**src/rtl/pps_pkg.sv**
```systemverilog
package pps_pkg;

    localparam int MAX_PROCESSES = 16;
    localparam int ENTRY_W       = $clog2(MAX_PROCESSES);

    localparam int IDX_W     = 4;
    localparam int TIME_W    = 16;
    localparam int BURST_W   = 8;
    localparam int PRI_W     = 3;
    localparam int OUTCOME_W = 2;

    localparam logic CMD_LOAD = 1'b0;
    localparam logic CMD_TICK = 1'b1;

    typedef enum logic [OUTCOME_W-1:0] {
        OUT_LOAD = 2'd0,
        OUT_RUN  = 2'd1,
        OUT_IDLE = 2'd2
    } t_outcome;

    typedef enum logic [2:0] {
        S_IDLE,
        S_LOAD,
        S_SCAN,
        S_RUN,
        S_FIN,
        S_EMIT
    } t_state;

endpackage

```
**src/rtl/preemptive_priority_scheduler_unit.sv**
```systemverilog
// Preemptive priority scheduler over a table of 16 process entries.
// Request channel: i_in_valid / o_in_ready with i_command and the entry fields.
//   A load request writes one entry; a tick request runs the most urgent
//   eligible entry for one unit and then advances the time counter.
// Result channel: o_out_valid / i_out_ready, one result per request.
// Sequence: a load passes through S_LOAD and S_EMIT to the result register;
//   a tick scans the entries in turn in S_SCAN through a single
//   priority/arrival comparator, then retires the winner in S_RUN, does the
//   waiting-time subtract in S_FIN and moves the result out in S_EMIT.
// The block takes one request at a time; o_in_ready is high only when the
//   sequencer is idle, so the next request is not taken until the result of
//   the last one has moved to the output register.
// A finished result sits in the output register while the next request is
//   accepted and processed; if the receiver stalls, the sequencer holds the
//   new result until the output register is taken.
// Reset clears all entry valid bits, the time counter and the result valid.
module preemptive_priority_scheduler_unit (
    input  logic                            i_clk,
    input  logic                            i_rst_n,
    input  logic                            i_in_valid,
    output logic                            o_in_ready,
    input  logic                            i_command,
    input  logic [pps_pkg::IDX_W-1:0]       i_process_index,
    input  logic [pps_pkg::TIME_W-1:0]      i_arrival_time,
    input  logic [pps_pkg::BURST_W-1:0]     i_burst_time,
    input  logic [pps_pkg::PRI_W-1:0]       i_priority_level,
    output logic                            o_out_valid,
    input  logic                            i_out_ready,
    output logic [pps_pkg::OUTCOME_W-1:0]   o_outcome,
    output logic [pps_pkg::IDX_W-1:0]       o_running_index,
    output logic                            o_finished,
    output logic [pps_pkg::TIME_W-1:0]      o_turnaround_time,
    output logic [pps_pkg::TIME_W-1:0]      o_waiting_time,
    output logic [pps_pkg::TIME_W-1:0]      o_tick_time
);
    import pps_pkg::*;

    t_state r_state, n_state;

    logic                 r_cmd;
    logic [IDX_W-1:0]     r_idx;
    logic [TIME_W-1:0]    r_arr_in;
    logic [BURST_W-1:0]   r_burst_in;
    logic [PRI_W-1:0]     r_pri_in;

    logic                 r_valid  [MAX_PROCESSES];
    logic [TIME_W-1:0]    r_arrival[MAX_PROCESSES];
    logic [BURST_W-1:0]   r_burst  [MAX_PROCESSES];
    logic [PRI_W-1:0]     r_prio   [MAX_PROCESSES];
    logic [BURST_W-1:0]   r_remain [MAX_PROCESSES];

    logic [TIME_W-1:0]    r_time;

    logic [ENTRY_W-1:0]   r_scan;
    logic                 r_found;
    logic [ENTRY_W-1:0]   r_best_idx;
    logic [PRI_W-1:0]     r_best_pri;
    logic [TIME_W-1:0]    r_best_arr;
    logic [BURST_W-1:0]   r_best_burst;
    logic [BURST_W-1:0]   r_best_rem;

    t_outcome             r_res_outcome;
    logic [IDX_W-1:0]     r_res_index;
    logic                 r_res_fin;
    logic [TIME_W-1:0]    r_res_ta;
    logic [TIME_W-1:0]    r_res_wt;

    logic                 r_out_valid;
    t_outcome             r_out_outcome;
    logic [IDX_W-1:0]     r_out_index;
    logic                 r_out_fin;
    logic [TIME_W-1:0]    r_out_ta;
    logic [TIME_W-1:0]    r_out_wt;
    logic [TIME_W-1:0]    r_out_tick;

    logic                 in_ready;
    logic                 in_accept;
    logic                 scan_last;
    logic                 emit_go;
    logic                 s_elig;
    logic                 s_better;
    logic                 load_hit;
    logic [BURST_W-1:0]   rem_dec;
    logic [TIME_W:0]      ta_full;
    logic [TIME_W-1:0]    ta_sat;
    logic [TIME_W-1:0]    burst_ext;

    assign s_elig    = r_valid[r_scan] && (r_remain[r_scan] != '0)
                       && (r_arrival[r_scan] <= r_time);
    assign s_better  = !r_found
                       || ({r_prio[r_scan], r_arrival[r_scan]} < {r_best_pri, r_best_arr});
    assign load_hit  = (int'(r_idx) < MAX_PROCESSES);
    assign rem_dec   = r_best_rem - BURST_W'(1);
    assign ta_full   = {1'b0, r_time} + (TIME_W+1)'(1) - {1'b0, r_best_arr};
    assign ta_sat    = ta_full[TIME_W] ? '1 : ta_full[TIME_W-1:0];
    assign burst_ext = {{(TIME_W-BURST_W){1'b0}}, r_best_burst};

    always_comb begin
        n_state = r_state;
        unique case (r_state)
            S_IDLE: begin
                if (i_in_valid) begin
                    n_state = (i_command == CMD_LOAD) ? S_LOAD : S_SCAN;
                end
            end
            S_LOAD: n_state = S_EMIT;
            S_SCAN: begin
                if (scan_last) begin
                    n_state = S_RUN;
                end
            end
            S_RUN:  n_state = S_FIN;
            S_FIN:  n_state = S_EMIT;
            S_EMIT: begin
                if (emit_go) begin
                    n_state = S_IDLE;
                end
            end
            default: n_state = S_IDLE;
        endcase
    end

    always_comb begin
        in_ready  = (r_state == S_IDLE);
        in_accept = in_ready && i_in_valid;
        scan_last = (r_state == S_SCAN) && (r_scan == ENTRY_W'(MAX_PROCESSES - 1));
        emit_go   = (r_state == S_EMIT) && (!r_out_valid || i_out_ready);
    end

    always_ff @(posedge i_clk) begin
        if (!i_rst_n) begin
            r_state     <= S_IDLE;
            r_time      <= '0;
            r_out_valid <= 1'b0;
            for (int i = 0; i < MAX_PROCESSES; i++) begin
                r_valid[i] <= 1'b0;
            end
        end else begin
            r_state <= n_state;
            if ((r_state == S_LOAD) && load_hit) begin
                r_valid[r_idx[ENTRY_W-1:0]] <= 1'b1;
            end
            if (emit_go && (r_cmd == CMD_TICK) && (r_time != '1)) begin
                r_time <= r_time + TIME_W'(1);
            end
            if (emit_go) begin
                r_out_valid <= 1'b1;
            end else if (i_out_ready) begin
                r_out_valid <= 1'b0;
            end
        end
    end

    always_ff @(posedge i_clk) begin
        if (in_accept) begin
            r_cmd      <= i_command;
            r_idx      <= i_process_index;
            r_arr_in   <= i_arrival_time;
            r_burst_in <= i_burst_time;
            r_pri_in   <= i_priority_level;
            r_scan     <= '0;
            r_found    <= 1'b0;
        end

        if (r_state == S_SCAN) begin
            r_scan <= r_scan + ENTRY_W'(1);
            if (s_elig && s_better) begin
                r_found      <= 1'b1;
                r_best_idx   <= r_scan;
                r_best_pri   <= r_prio[r_scan];
                r_best_arr   <= r_arrival[r_scan];
                r_best_burst <= r_burst[r_scan];
                r_best_rem   <= r_remain[r_scan];
            end
        end

        if ((r_state == S_LOAD) && load_hit) begin
            r_arrival[r_idx[ENTRY_W-1:0]] <= r_arr_in;
            r_burst[r_idx[ENTRY_W-1:0]]   <= r_burst_in;
            r_prio[r_idx[ENTRY_W-1:0]]    <= r_pri_in;
            r_remain[r_idx[ENTRY_W-1:0]]  <= r_burst_in;
        end else if ((r_state == S_RUN) && r_found) begin
            r_remain[r_best_idx] <= rem_dec;
        end

        unique case (r_state)
            S_LOAD: begin
                r_res_outcome <= OUT_LOAD;
                r_res_index   <= '0;
                r_res_fin     <= 1'b0;
                r_res_ta      <= '0;
                r_res_wt      <= '0;
            end
            S_RUN: begin
                if (r_found) begin
                    r_res_outcome <= OUT_RUN;
                    r_res_index   <= IDX_W'(r_best_idx);
                    r_res_fin     <= (rem_dec == '0);
                    r_res_ta      <= (rem_dec == '0) ? ta_sat : '0;
                end else begin
                    r_res_outcome <= OUT_IDLE;
                    r_res_index   <= '0;
                    r_res_fin     <= 1'b0;
                    r_res_ta      <= '0;
                end
            end
            S_FIN: begin
                r_res_wt <= (r_res_fin && (r_res_ta >= burst_ext))
                            ? (r_res_ta - burst_ext) : '0;
            end
            default: begin
            end
        endcase

        if (emit_go) begin
            r_out_outcome <= r_res_outcome;
            r_out_index   <= r_res_index;
            r_out_fin     <= r_res_fin;
            r_out_ta      <= r_res_ta;
            r_out_wt      <= r_res_wt;
            r_out_tick    <= r_time;
        end
    end

    assign o_in_ready        = in_ready;
    assign o_out_valid       = r_out_valid;
    assign o_outcome         = r_out_outcome;
    assign o_running_index   = r_out_index;
    assign o_finished        = r_out_fin;
    assign o_turnaround_time = r_out_ta;
    assign o_waiting_time    = r_out_wt;
    assign o_tick_time       = r_out_tick;

endmodule

```
**config.mk**
```make
export PLATFORM = sky130hd
export DESIGN_NAME = preemptive_priority_scheduler_unit
export DESIGN_NICKNAME = d
export VERILOG_FILES = /design/src/rtl/pps_pkg.sv /design/src/rtl/preemptive_priority_scheduler_unit.sv
export SDC_FILE = /design/constraint.sdc
export NUM_CORES = 1
export LEC_CHECK = 0
export BUFFER_PORTS_ARGS = -buffer_cell sky130_fd_sc_hd__buf_2
export CAP_MARGIN = 30
export CELL_PAD_IN_SITES_DETAIL_PLACEMENT = 1
export CELL_PAD_IN_SITES_GLOBAL_PLACEMENT = 2
export CORE_MARGIN = 4
export CORE_UTILIZATION = 51
export DETAILED_ROUTE_END_ITERATION = 8
export PLACE_DENSITY = 0.87
export SYNTH_ARGS = -nofsm -noshare
export SYNTH_HDL_FRONTEND = slang
export SYNTH_SLANG_ARGS = --single-unit
export TNS_END_PERCENT = 100
```
**constraint.sdc**
```tcl
create_clock -name i_clk -period 17.15 [get_ports i_clk]
set_clock_uncertainty 0.05 [all_clocks]
set_input_delay 0.8575 -clock i_clk [delete_from_list [all_inputs] [get_ports i_clk]]
set_output_delay 0.8575 -clock i_clk [all_outputs]
set_load 0.01 [all_outputs]
```
## Yosys cells after proc, flatten, opt, wreduce, memory -nomap -nowiden

Memories as Yosys holds them, arrays and structs flattened. A register that Yosys moved wholly into a read port is not among the register bits.
Cells that the tools add are included.
W data, S select, Z words.

| word-level totals | value |
|---|---|
| logic and storage cells | 117 |
| input port bits | 36 |
| register bits after elaboration | 182 |
| memory bits (writable) | 576 |
| output and inout port bits | 57 |
| memories | 5 |

| operators by class | value |
|---|---|
| equality and inequality tests | 10 |
| reductions and logical operators | 26 |
| add/sub/neg operators | 6 |
| $lt $le $gt $ge | 3 |
| multiplexer cells | 42 |

Memory list:

| name | depth | bits a word | rd ports | clocked after Yosys merged registers in | write ports | RTL line | RTL |
|---|---|---|---|---|---|---|---|
| r_arrival | 16 | 16 | 1 | 1 | 1 | preemptive_priority_scheduler_unit.sv:47 | `logic [TIME_W-1:0] r_arrival[MAX_PROCESSES];` |
| r_burst | 16 | 8 | 1 | 1 | 1 | preemptive_priority_scheduler_unit.sv:48 | `logic [BURST_W-1:0] r_burst [MAX_PROCESSES];` |
| r_remain | 16 | 8 | 1 | 1 | 1 | preemptive_priority_scheduler_unit.sv:50 | `logic [BURST_W-1:0] r_remain [MAX_PROCESSES];` |
| r_prio | 16 | 3 | 1 | 1 | 1 | preemptive_priority_scheduler_unit.sv:49 | `logic [PRI_W-1:0] r_prio [MAX_PROCESSES];` |
| r_valid | 16 | 1 | 1 | 1 | 16 | preemptive_priority_scheduler_unit.sv:46 | `logic r_valid [MAX_PROCESSES];` |

Operators by type and width:

| operator | number |
|---|---|
| $mux W16 | 4 |
| $pmux W16 S2 | 2 |
| $mux W4 | 9 |
| $lt A19 B19 Y1 | 1 |
| $add A16 B1 Y17 const B | 1 |
| $mux W1 | 17 |
| $sub A17 B16 Y17 | 1 |
| $add A16 B1 Y16 const B | 1 |
| $ge A16 B8 Y1 | 1 |
| $le A16 B16 Y1 | 1 |
| $ne A16 B16 Y1 const B | 1 |
| $sub A16 B8 Y16 | 1 |
| $pmux W3 S5 | 1 |
| $logic_and A1 B1 Y1 | 10 |
| $mux W3 | 3 |
| $logic_not A8 Y1 | 1 |
| $mux W8 | 1 |
| $pmux W4 S2 | 1 |
| $reduce_bool A2 Y1 | 4 |
| $reduce_bool A8 Y1 | 1 |
| $reduce_or A8 Y1 | 1 |
| $sub A8 B1 Y8 const B | 1 |
| $eq A3 B2 Y1 const B | 2 |
| $eq A3 B3 Y1 const B | 2 |
| other kinds (14) | 19 |

## Logic depth before layout (Yosys ltp)

Gate-level depths: netlist (run 1).

| depth | value |
|---|---|
| depth in word-level cells | 7 |
| gate-level depth with buffers | 15 |

## Worst setup path after synthesis (run 1)

Ideal clock, no wire load.

| timing | value |
|---|---|
| path type | register -> register |
| start point | register with a tool-made name |
| end point | register r_best_arr[0] (read register of r_arrival), enable pin |
| stages on the path, launching flop included | 15 |
| data arrival time | 5.358 ns |
| clock period less this slack | 5.844 ns |
| data required time | 16.665 ns |
| setup slack | 11.306 ns |
| buffers on the path | 4 |
| cells stage by stage | dfxtp_1 -> buf_2 -> buf_2 -> clkbuf_1 -> buf_2 -> mux4_2 -> mux4_2 -> ha_1 -> or2_2 -> o311a_1 -> o21a_1 -> nor3_2 -> nor3_1 -> o31a_1 -> nor2_1 |

RTL lines:

| item | RTL line | RTL |
|---|---|---|
| end, declared | preemptive_priority_scheduler_unit.sv:58 | `logic [TIME_W-1:0] r_best_arr;` |

==> results of run 1 <==
-- how the worst max path moves through the flow --
stage	from	end	depth (start not counted)
floorplan	flop	r_best_arr[0]	14
detailed placement	flop	r_best_burst[7]	12
CTS	flop	r_best_arr[2]	14
global placement	flop	r_best_burst[7]	12
finish	flop	r_best_arr[2]	14
global route	flop	r_best_arr[2]	14
-- metal layers --
| metal | GRT usage, % | up-vias | wire length (um) | part of all wire, % |
|---|---|---|---|---|
| met1 | 32.40 | 8570 | 31100 | 40 |
| met4 | 8.119 | 4 | 2123 | 2.7 |
| li1 | - | 7148 | - | - |
| met2 | 40.50 | 634 | 38800 | 50 |
| met5 | 1.026 | - | 109 | 0.14 |
| met3 | 4.793 | 137 | 5195 | 6.7 |
-- per-stage QoR --
step	area, um^2	hold WS [ns]
finish	35140	0.3473
global route	35140	0.3258
CTS	35080	0.3134
detailed placement	32600	0.3552
global placement	32550	0.3526
floorplan	30950	0.3503
-- layout make-up --
type / instances / area [um^2]
Multi-Input combinational cell: 822 / 7846
Sequential cell: 770 / 22720
Clock inverter: 37 / 335.3
Tap cell: 782 / 978.4
Clock buffer: 106 / 2148
Timing Repair Buffer: 135 / 855.8
Fill cell: 5281 / 25110
Inverter: 68 / 255.2
-- registers in the layout, indices dropped and copies added, names as in the netlist, 48 cells and up, named ones only --
| signal | flops |
|---|---|
| r_arrival | 256 |
| r_burst | 128 |
| r_prio | 48 |
| r_remain | 128 |
-- kinds of logic (layout without fill, tap and decap cells) --
family                     after synthesis  in the layout  share of synthesized area (%)
AOI/OAI and AO/OA                      209            209                          4.334
xor gates and xnor gates                41             41                          1.160
adders and majority gates               79             79                          3.242
buffers and inverters                  132            346                          1.674
DFF                                    770            770                          73.39
muxes                                  196            196                          11.74
and+or+nand+nor                        297            297                          4.459
-- worst max-delay path, cell delays in order (launching register included) --
cell	delay, ns
dfxtp_4	0.77
buf_4	0.82
mux4_1	0.67
mux4_2	0.58
inv_1	0.10
ha_1	0.16
nor2b_1	0.06
o21ai_0	0.15
nand2b_1	0.08
a21oi_1	0.21
o21ai_0	0.15
a21oi_1	0.23
o21ai_0	0.24
nor2_4	0.42
buf_12	0.26
-- power groups by stage --
| stage | sequential, mW | combinational [mW] | clock [mW] |
|---|---|---|---|
| 2_1_floorplan | 2.42 | 0.812 | 0 |
| 4_1_cts | 2.48 | 1.15 | 1.68 |
| 5_1_grt | 2.50 | 1.25 | 1.77 |
| 6_report | 2.48 | 1.16 | 1.65 |
| 3_5_place_dp | 2.52 | 1.14 | 0 |
| 3_3_place_gp | 2.50 | 1.09 | 0 |
-- layout by cell type (no fill, tap or decap), types with 9 or more instances in the layout --
| cell | instances |
|---|---|
| ha_1 | 77 |
| inv_1 | 66 |
| a221oi_1 | 22 |
| a21oi_1 | 44 |
| o21a_1 | 19 |
| xnor2_1 | 34 |
| nor3_1 | 23 |
| clkbuf_1 | 20 |
| nand4_1 | 14 |
| o21ai_0 | 64 |
| nor2b_1 | 9 |
| a21o_1 | 13 |
| clkbuf_16 | 79 |
| nor2_1 | 123 |
| dfxtp_1 | 39 |
| nand2_1 | 49 |
| buf_2 | 92 |
| buf_4 | 39 |
| a22oi_1 | 15 |
| nor2_4 | 13 |
| edfxtp_1 | 729 |
| clkinv_1 | 15 |
| mux4_2 | 129 |
| mux2i_1 | 56 |
| nand3_1 | 9 |
==> impl_results.html, run 1 <==
<table>
<tr><th>Metric</th><th>Value</th></tr>
<tr><th colspan="2">Outcome</th></tr>
<tr><td>Status</td><td>finished, final reports clean</td></tr>
<tr><th colspan="2">Final layout</th></tr>
<tr><td>Utilization after layout</td><td>58.33%</td></tr>
<tr><td>Diodes inserted</td><td>0</td></tr>
<tr><td>Post-Layout Cell Count</td><td>2720</td></tr>
<tr><td>Final-stage net count</td><td>1991</td></tr>
<tr><td>Fraction of final layout cells with drive strength greater than 1</td><td>21.00%</td></tr>
<tr><td>Area overhead of the layout relative to synthesis</td><td>13.54%</td></tr>
<tr><th colspan="2">Power</th></tr>
<tr><td>Fraction of power spent switching nets</td><td>29.20%</td></tr>
<tr><td>Total power after layout</td><td>5.299 mW</td></tr>
<tr><td>Cell Int Power</td><td>3.752 mW</td></tr>
<tr><td>Combinational fraction of design power</td><td>22.0%</td></tr>
<tr><td>LEAKAGE</td><td>11.74 nW</td></tr>
<tr><td>Clk pwr share</td><td>31.2%</td></tr>
<tr><td>Net load switching power</td><td>1.547 mW</td></tr>
<tr><td>Max rail drop VDD</td><td>0.07984 mV</td></tr>
<tr><td>Sequential group share of total power</td><td>46.9%</td></tr>
<tr><td>PD cells</td><td>150.8 nW/um^2</td></tr>
<tr><th colspan="2">Clock network</th></tr>
<tr><td>Root buf cell</td><td>clkbuf_16</td></tr>
<tr><td>Resized Gates After CTS</td><td>0</td></tr>
<tr><td>TritonCTS clock tree</td><td>yes</td></tr>
<tr><td>Worst-case clock buffer depth</td><td>3</td></tr>
<tr><td>Post-CTS repair timing setup buffer count</td><td>0</td></tr>
<tr><td>Hold-fix buffers, CTS</td><td>0</td></tr>
<tr><td>Clk sinks</td><td>770</td></tr>
<tr><td>Clk_lat worst skew</td><td>0.63 ns</td></tr>
<tr><td>CTS clk-pin slew, worst paths</td><td>0.06 ns</td></tr>
<tr><td>H-tree lvl count</td><td>3</td></tr>
<tr><td>Clock buffer count from CTS</td><td>79</td></tr>
<tr><th colspan="2">Yosys</th></tr>
<tr><td>Synth unique cells</td><td>57</td></tr>
<tr><td>Fraction of synthesis flops using an asynchronous set or reset pin</td><td>0%</td></tr>
<tr><td>Post-synthesis sequential area ratio</td><td>73.39%</td></tr>
<tr><td>Number of enable-type register cells in the synthesized netlist</td><td>729</td></tr>
<tr><td>Most area-hungry cell type in the Yosys netlist</td><td>edfxtp_1</td></tr>
<tr><td>Flip-flop and latch count after synthesis</td><td>770</td></tr>
<tr><td>Cell with the most instances after synthesis</td><td>edfxtp_1</td></tr>
<tr><td>Most common flop cell mapped by yosys</td><td>edfxtp_1</td></tr>
<tr><td>Avg Inst Size Synth</td><td>17.95 um^2</td></tr>
<tr><td>Syn Inst Count</td><td>1724</td></tr>
<tr><td>Most used standard cells in the synthesized netlist</td><td>729 x edfxtp_1, 136 x nor2_1, 129 x mux4_2</td></tr>
<tr><td>Number of synthesis warnings</td><td>0</td></tr>
<tr><td>Syn Nets</td><td>1839</td></tr>
<tr><td>Netlist area before placement</td><td>30950 um^2</td></tr>
<tr><td>Area share of the largest cell type after synthesis</td><td>70.73%</td></tr>
<tr><td>Top cells by area, synth</td><td>edfxtp_1 71%, mux4_2 9.4%, ha_1 3.1%, dfxtp_1 2.7%, mux2i_1 1.8%</td></tr>
<tr><th colspan="2">STA</th></tr>
<tr><td>Number of max-slew violations in the final report</td><td>0</td></tr>
<tr><td>Tightest slew margin relative to the limit</td><td>27.64%</td></tr>
<tr><td>Highest achievable clock rate</td><td>0.1883 GHz</td></tr>
<tr><td>Setup repair after global routing missed its margin</td><td>no</td></tr>
<tr><td>Post-Route Setup TNS</td><td>0 ns</td></tr>
<tr><td>Period minus WS final</td><td>5.312 ns</td></tr>
<tr><td>Share of the clock period used by the worst path after layout</td><td>30.97%</td></tr>
<tr><td>Setup-violating endpoint count in the final report</td><td>0</td></tr>
<tr><td>Worst Tran Pin Value</td><td>1.085 ns</td></tr>
<tr><td>Final worst-path setup slack</td><td>11.84 ns</td></tr>
<tr><td>Final Hold Vio Count</td><td>0</td></tr>
<tr><th colspan="2">Hold path</th></tr>
<tr><td>Hold-critical path depth</td><td>1</td></tr>
<tr><td>Hold Path Sink</td><td>r_arr_in[1]</td></tr>
<tr><td>Startpoint of the worst hold path</td><td>i_arrival_time[1]</td></tr>
<tr><td>Worst hold path type</td><td>in -&gt; reg</td></tr>
<tr><th colspan="2">Setup path</th></tr>
<tr><td>R2R setup slack</td><td>11.84 ns</td></tr>
<tr><td>Startpoint types</td><td>flop</td></tr>
<tr><td>Critical-path maximum fanout</td><td>63</td></tr>
<tr><td>Required time worst endpoint</td><td>17.41 ns</td></tr>
<tr><td>End of the worst register-to-register path</td><td>r_best_arr[2]</td></tr>
<tr><td>CP Capture Type</td><td>flop</td></tr>
<tr><td>Cell depth of the worst flop-to-flop path</td><td>14</td></tr>
<tr><td>Critical Setup Path Class</td><td>reg -&gt; reg</td></tr>
<tr><td>Crit path DAT</td><td>5.58 ns</td></tr>
<tr><th colspan="2">Floorplanning</th></tr>
<tr><td>Initial core utilization</td><td>51.37%</td></tr>
<tr><td>Die span in y</td><td>254.3 um</td></tr>
<tr><td>Rows</td><td>90</td></tr>
<tr><td>Die outline width</td><td>254.3 um</td></tr>
<tr><td>Area of the die</td><td>64690 um^2</td></tr>
<tr><td>Number of top-level pins</td><td>93</td></tr>
<tr><td>Core Region</td><td>60250 um^2</td></tr>
<tr><th colspan="2">Placed design</th></tr>
<tr><td>Worst slack after detailed placement</td><td>11.83 ns</td></tr>
<tr><td>Placed cell count</td><td>2575</td></tr>
<tr><td>Final weighted congestion in routability-driven placement</td><td>0.8822</td></tr>
<tr><td>Dpl hpwl</td><td>47.51 mm</td></tr>
<tr><td>Input/output buffers</td><td>92</td></tr>
<tr><th colspan="2">Routing</th></tr>
<tr><td>Number of detailed-route iterations in the first pass</td><td>5</td></tr>
<tr><td>Total Routed Length</td><td>77.33 mm</td></tr>
<tr><td>DRC errors left</td><td>0</td></tr>
<tr><td>Number of routed nets with antenna violations</td><td>0</td></tr>
<tr><td>Detailed-route vias per instance</td><td>6.064</td></tr>
<tr><td>Via count</td><td>16490</td></tr>
<tr><td>Average wire per cell in the routed design</td><td>28.43 um</td></tr>
<tr><td>DRC marker count from the first detailed-route iteration</td><td>1491</td></tr>
<tr><th colspan="2">GRT</th></tr>
<tr><td>Number of global-route vias before repair</td><td>17450</td></tr>
<tr><td>Largest net degree at the start of global routing</td><td>64</td></tr>
<tr><td>Overall fraction of global-route tracks in use</td><td>24.24%</td></tr>
<tr><td>Initial antenna violation count</td><td>1</td></tr>
<tr><td>Grt total ovfl</td><td>0</td></tr>
<tr><td>Wire length of the first global-routing pass</td><td>114.1 mm</td></tr>
<tr><th colspan="2">Run</th></tr>
<tr><td>Max-capacitance violation count</td><td>0</td></tr>
</table>
Note: power is estimated with default switching activity, not from simulation.
==> run 2, diff against run 1 <==
--- a/config.mk
+++ b/config.mk
@@ -10,9 +10,9 @@
 export CELL_PAD_IN_SITES_DETAIL_PLACEMENT = 1
 export CELL_PAD_IN_SITES_GLOBAL_PLACEMENT = 2
 export CORE_MARGIN = 4
-export CORE_UTILIZATION = 51
+export CORE_UTILIZATION = 48
 export DETAILED_ROUTE_END_ITERATION = 8
-export PLACE_DENSITY = 0.87
+export PLACE_DENSITY = 0.83
 export SYNTH_ARGS = -nofsm -noshare
 export SYNTH_HDL_FRONTEND = slang
 export SYNTH_SLANG_ARGS = --single-unit
==> constraint.sdc (replaced) <==
create_clock -name i_clk -period 5.1 [get_ports i_clk]
set_clock_uncertainty 0.05 [all_clocks]
set_input_delay 0.255 -clock i_clk [delete_from_list [all_inputs] [get_ports i_clk]]
set_output_delay 0.255 -clock i_clk [all_outputs]
set_load 0.01 [all_outputs]
==> run 2 against run 1 <==
  * Maximum frequency increased by 18%
  * Critical path depth decreased by 1
  * Sequential power increased to 3.4 times the previous value
  * Hold slack got worse by 0.27 ns
  * Non-clock buffer count increased by 45
  * Sequential share of layout area decreased by 1.2 points
  * Utilization decreased by 1.9 points
  * Final cell count increased by 4.0%
  * Worst setup slack got worse by 11 ns
  * Design area increased by 1.8%
  * Clock power increased to 3.5 times the previous value
  * Critical path type unchanged
  * Critical endpoint is now r_best_rem[2]
==> impl_results.html, run 2 (same netlist as run 1, synthesis figures left out) <==
<table>
<tr><th>Metric</th><th>Value</th></tr>
<tr><th colspan="2">Final layout</th></tr>
<tr><td>Area overhead of the layout relative to synthesis</td><td>15.63% (was 13.54%)</td></tr>
<tr><td>Final-stage net count</td><td>2036 (was 1991)</td></tr>
<tr><td>Leading cell type in the layout, fill and taps excluded</td><td>edfxtp_1 (unchanged)</td></tr>
<tr><td>Max FFs per register</td><td>256 (unchanged)</td></tr>
<tr><td>Commonest non-fill, non-tap cells in the layout</td><td>729 x edfxtp_1, 129 x mux4_2, 123 x nor2_1 (unchanged)</td></tr>
<tr><td>Fraction of final layout cells with drive strength greater than 1</td><td>21.39% (was 21.00%)</td></tr>
<tr><td>Fillers</td><td>5694 (was 5281)</td></tr>
<tr><td>Largest reg by FF count</td><td>r_arrival (unchanged)</td></tr>
<tr><th colspan="2">Power</th></tr>
<tr><td>Net load switching power</td><td>5.306 mW (was 1.547 mW)</td></tr>
<tr><td>PD cells</td><td>505.4 nW/um^2 (was 150.8 nW/um^2)</td></tr>
<tr><td>Combinational fraction of design power</td><td>22.0% (about the same)</td></tr>
<tr><td>Cell Int Power</td><td>12.78 mW (was 3.752 mW)</td></tr>
<tr><td>LEAKAGE</td><td>12.00 nW (was 11.74 nW)</td></tr>
<tr><td>Fraction of power spent switching nets</td><td>29.33% (was 29.20%)</td></tr>
<tr><td>Clk pwr share</td><td>31.7% (was 31.2%)</td></tr>
<tr><td>Sequential group share of total power</td><td>46.3% (was 46.9%)</td></tr>
<tr><td>Max rail drop VDD</td><td>0.3209 mV (was 0.07984 mV)</td></tr>
<tr><td>Total power after layout</td><td>18.09 mW (was 5.299 mW)</td></tr>
<tr><th colspan="2">STA</th></tr>
<tr><td>Number of max-slew violations in the final report</td><td>0 (unchanged)</td></tr>
<tr><td>Highest achievable clock rate</td><td>0.2229 GHz (was 0.1883 GHz)</td></tr>
<tr><td>Final worst-path setup slack</td><td>0.6139 ns (was 11.84 ns)</td></tr>
<tr><td>Setup repair after global routing missed its margin</td><td>no (unchanged)</td></tr>
<tr><td>Share of the clock period used by the worst path after layout</td><td>87.96% (was 30.97%)</td></tr>
<tr><td>Period minus WS final</td><td>4.486 ns (was 5.312 ns)</td></tr>
<tr><td>Worst Tran Pin Value</td><td>1.043 ns (was 1.085 ns)</td></tr>
<tr><td>Final Hold Vio Count</td><td>0 (unchanged)</td></tr>
<tr><td>Post-Route Setup TNS</td><td>0 ns (unchanged)</td></tr>
<tr><td>Tightest slew margin relative to the limit</td><td>30.47% (was 27.64%)</td></tr>
<tr><td>Setup-violating endpoint count in the final report</td><td>0 (unchanged)</td></tr>
<tr><th colspan="2">Routing</th></tr>
<tr><td>DRC marker count from the first detailed-route iteration</td><td>1697 (was 1491)</td></tr>
<tr><td>Detailed-route vias per instance</td><td>5.918 (was 6.064)</td></tr>
<tr><td>Via count</td><td>16740 (was 16490)</td></tr>
<tr><td>Number of detailed-route iterations in the first pass</td><td>5 (unchanged)</td></tr>
<tr><td>Average wire per cell in the routed design</td><td>27.36 um (was 28.43 um)</td></tr>
<tr><td>DRC errors left</td><td>0 (unchanged)</td></tr>
<tr><td>Total Routed Length</td><td>77.39 mm (was 77.33 mm)</td></tr>
<tr><td>Number of routed nets with antenna violations</td><td>0 (unchanged)</td></tr>
<tr><th colspan="2">GRT</th></tr>
<tr><td>Wire length of the first global-routing pass</td><td>114.8 mm (was 114.1 mm)</td></tr>
<tr><td>Overall fraction of global-route tracks in use</td><td>22.92% (was 24.24%)</td></tr>
<tr><td>Number of global-route vias before repair</td><td>17540 (was 17450)</td></tr>
<tr><td>Largest net degree at the start of global routing</td><td>60 (was 64)</td></tr>
<tr><td>Initial antenna violation count</td><td>1 (unchanged)</td></tr>
<tr><td>Grt total ovfl</td><td>0 (unchanged)</td></tr>
<tr><th colspan="2">Setup path</th></tr>
<tr><td>Cells traversed along the worst timing path</td><td>buf_4, mux4_2, mux4_2, ha_1, nor2_1, o21ai_0, o211ai_1, a21oi_1, nor3_2, nor3_1, o31a_1, nor2_4, buf_4 (was buf_4, mux4_1, mux4_2, inv_1, ha_1, nor2b_1, o21ai_0, nand2b_1, a21oi_1, o21ai_0, a21oi_1, o21ai_0, nor2_4, buf_12)</td></tr>
<tr><td>Delay of the slowest cell on the worst path</td><td>0.97 ns (was 0.82 ns)</td></tr>
<tr><td>Required time worst endpoint</td><td>5.34 ns (was 17.41 ns)</td></tr>
<tr><td>CP Capture Type</td><td>flop (unchanged)</td></tr>
<tr><td>Cell type of the slowest stage on the worst timing path</td><td>dfxtp_4 (was buf_4)</td></tr>
<tr><td>Critical Setup Path Class</td><td>reg -&gt; reg (unchanged)</td></tr>
<tr><td>Startpoint types</td><td>flop (unchanged)</td></tr>
<tr><td>Critical-path maximum fanout</td><td>59 (was 63)</td></tr>
<tr><td>Crit path DAT</td><td>4.73 ns (was 5.58 ns)</td></tr>
<tr><th colspan="2">Floorplanning</th></tr>
<tr><td>Rows</td><td>92 (was 90)</td></tr>
<tr><td>Initial core utilization</td><td>48.79% (was 51.37%)</td></tr>
<tr><td>Die span in y</td><td>261.9 um (was 254.3 um)</td></tr>
<tr><td>Number of top-level pins</td><td>93 (unchanged)</td></tr>
<tr><td>Area of the die</td><td>68600 um^2 (was 64690 um^2)</td></tr>
<tr><td>Core Region</td><td>63430 um^2 (was 60250 um^2)</td></tr>
<tr><td>Die outline width</td><td>261.9 um (was 254.3 um)</td></tr>
<tr><th colspan="2">Clock network</th></tr>
<tr><td>TritonCTS clock tree</td><td>yes (unchanged)</td></tr>
<tr><td>CTS clk-pin slew, worst paths</td><td>0.07 ns (was 0.06 ns)</td></tr>
<tr><td>Resized Gates After CTS</td><td>0 (unchanged)</td></tr>
<tr><td>Clk_lat worst skew</td><td>0.65 ns (was 0.63 ns)</td></tr>
<tr><td>Clk sinks</td><td>770 (unchanged)</td></tr>
<tr><td>H-tree lvl count</td><td>3 (unchanged)</td></tr>
<tr><td>Root buf cell</td><td>clkbuf_16 (unchanged)</td></tr>
<tr><td>Worst-case clock buffer depth</td><td>3 (unchanged)</td></tr>
<tr><td>Clock buffer count from CTS</td><td>79 (unchanged)</td></tr>
<tr><th colspan="2">Placed design</th></tr>
<tr><td>Dpl hpwl</td><td>49.28 mm (was 47.51 mm)</td></tr>
<tr><td>Input/output buffers</td><td>92 (unchanged)</td></tr>
<tr><td>Worst slack after detailed placement</td><td>0.7085 ns (was 11.83 ns)</td></tr>
<tr><td>Final weighted congestion in routability-driven placement</td><td>0.8797 (was 0.8822)</td></tr>
<tr><th colspan="2">Outcome</th></tr>
<tr><td>Status</td><td>finished, final reports clean (unchanged)</td></tr>
<tr><th colspan="2">Hold path</th></tr>
<tr><td>Worst hold path type</td><td>in -&gt; reg (unchanged)</td></tr>
<tr><th colspan="2">Run</th></tr>
<tr><td>Max-capacitance violation count</td><td>0 (unchanged)</td></tr>
</table>
==> run 2: changes by cell type in the layout (fill, tap and decap cells not counted), moves of 2 or more <==
cell and delta:
clkinv_8 +2, buf_4 +8, buf_12 +3, dlygate4sd3_1 +34, clkinv_1 -8, inv_16 +2
bufinv_16 +2, clkinvlp_4 +2, inv_6 -4, clkinv_4 -2, clkinv_2 +4
==> run 2: path summary, 6_finish.rpt <==
kind / start / to / slack (ns) / cells after the start
worst max register to register: flop / r_best_rem[2] / 0.61 / 13
worst min register to register: r_res_wt[0] / o_waiting_time[0] / 0.36 / 0
worst min-delay path: i_in_valid / r_found / 0.08 / 4
worst max-delay path: flop / r_best_rem[2] / 0.61 / 13
==> run 2: critical path: cells and delay by family, from the launching register on <==
family / cells / cell delay, ns
muxes: 2 / 0.91
and+or+nand+nor: 4 / 0.51
AOI/OAI and AO/OA: 4 / 0.57
adders and majority gates: 1 / 0.23
DFF: 1 / 0.97
buffers and inverters: 2 / 0.83
==> run 2: area by class of cell <==
class                           instances  area [um^2]  share of cell area, %
Inverter                               68        255.2                 0.7132
Multi-Input combinational cell        822         7846                  21.93
Antenna cell                            1        2.502               0.006993
Timing Repair Buffer                  180         1316                  3.678
Clock buffer                          106         2138                  5.975
Tap cell                              846         1059                  2.958
Sequential cell                       770        22720                  63.49
Clock inverter                         36        450.4                  1.259
==> run 2: timing repair <==
action	4_1_cts	5_1_grt
hold buffers	34	0
buffers inserted	0	0
hold endpoints to repair	39	0
==> run 2: stage by stage <==
stage	hold slack [ns]	instances	util [%]	area [um^2]
2_1_floorplan	0.3039	1724	-	30960
3_3_place_gp	0.3526	2647	51.63	32750
3_5_place_dp	0.3557	2650	51.75	32820
4_1_cts	0.03998	2826	56.36	35750
5_1_grt	0.1438	2828	56.42	35780
6_report	0.07895	2829	56.42	35790
==> run 2: metal layers <==
layer  routed length (um)  up-vias  global-route usage [%]
li1                     -     7236                       -
met1                31890     8778                   31.15
met2                38710      596                   38.83
met3                 4653      130                   3.508
met4                 2028        2                   6.712
met5                  110        -                   1.211
==> run 2: power groups by stage <==
stage                     sequential (mW)  combinational, mW  clock [mW]
after floorplan                      8.13               2.73           0
after global placement               8.47               3.72           0
after detailed placement             8.53               3.90           0
after CTS                            8.40               3.96        5.84
after global routing                 8.44               4.27        6.14
final                                8.37               3.98        5.74
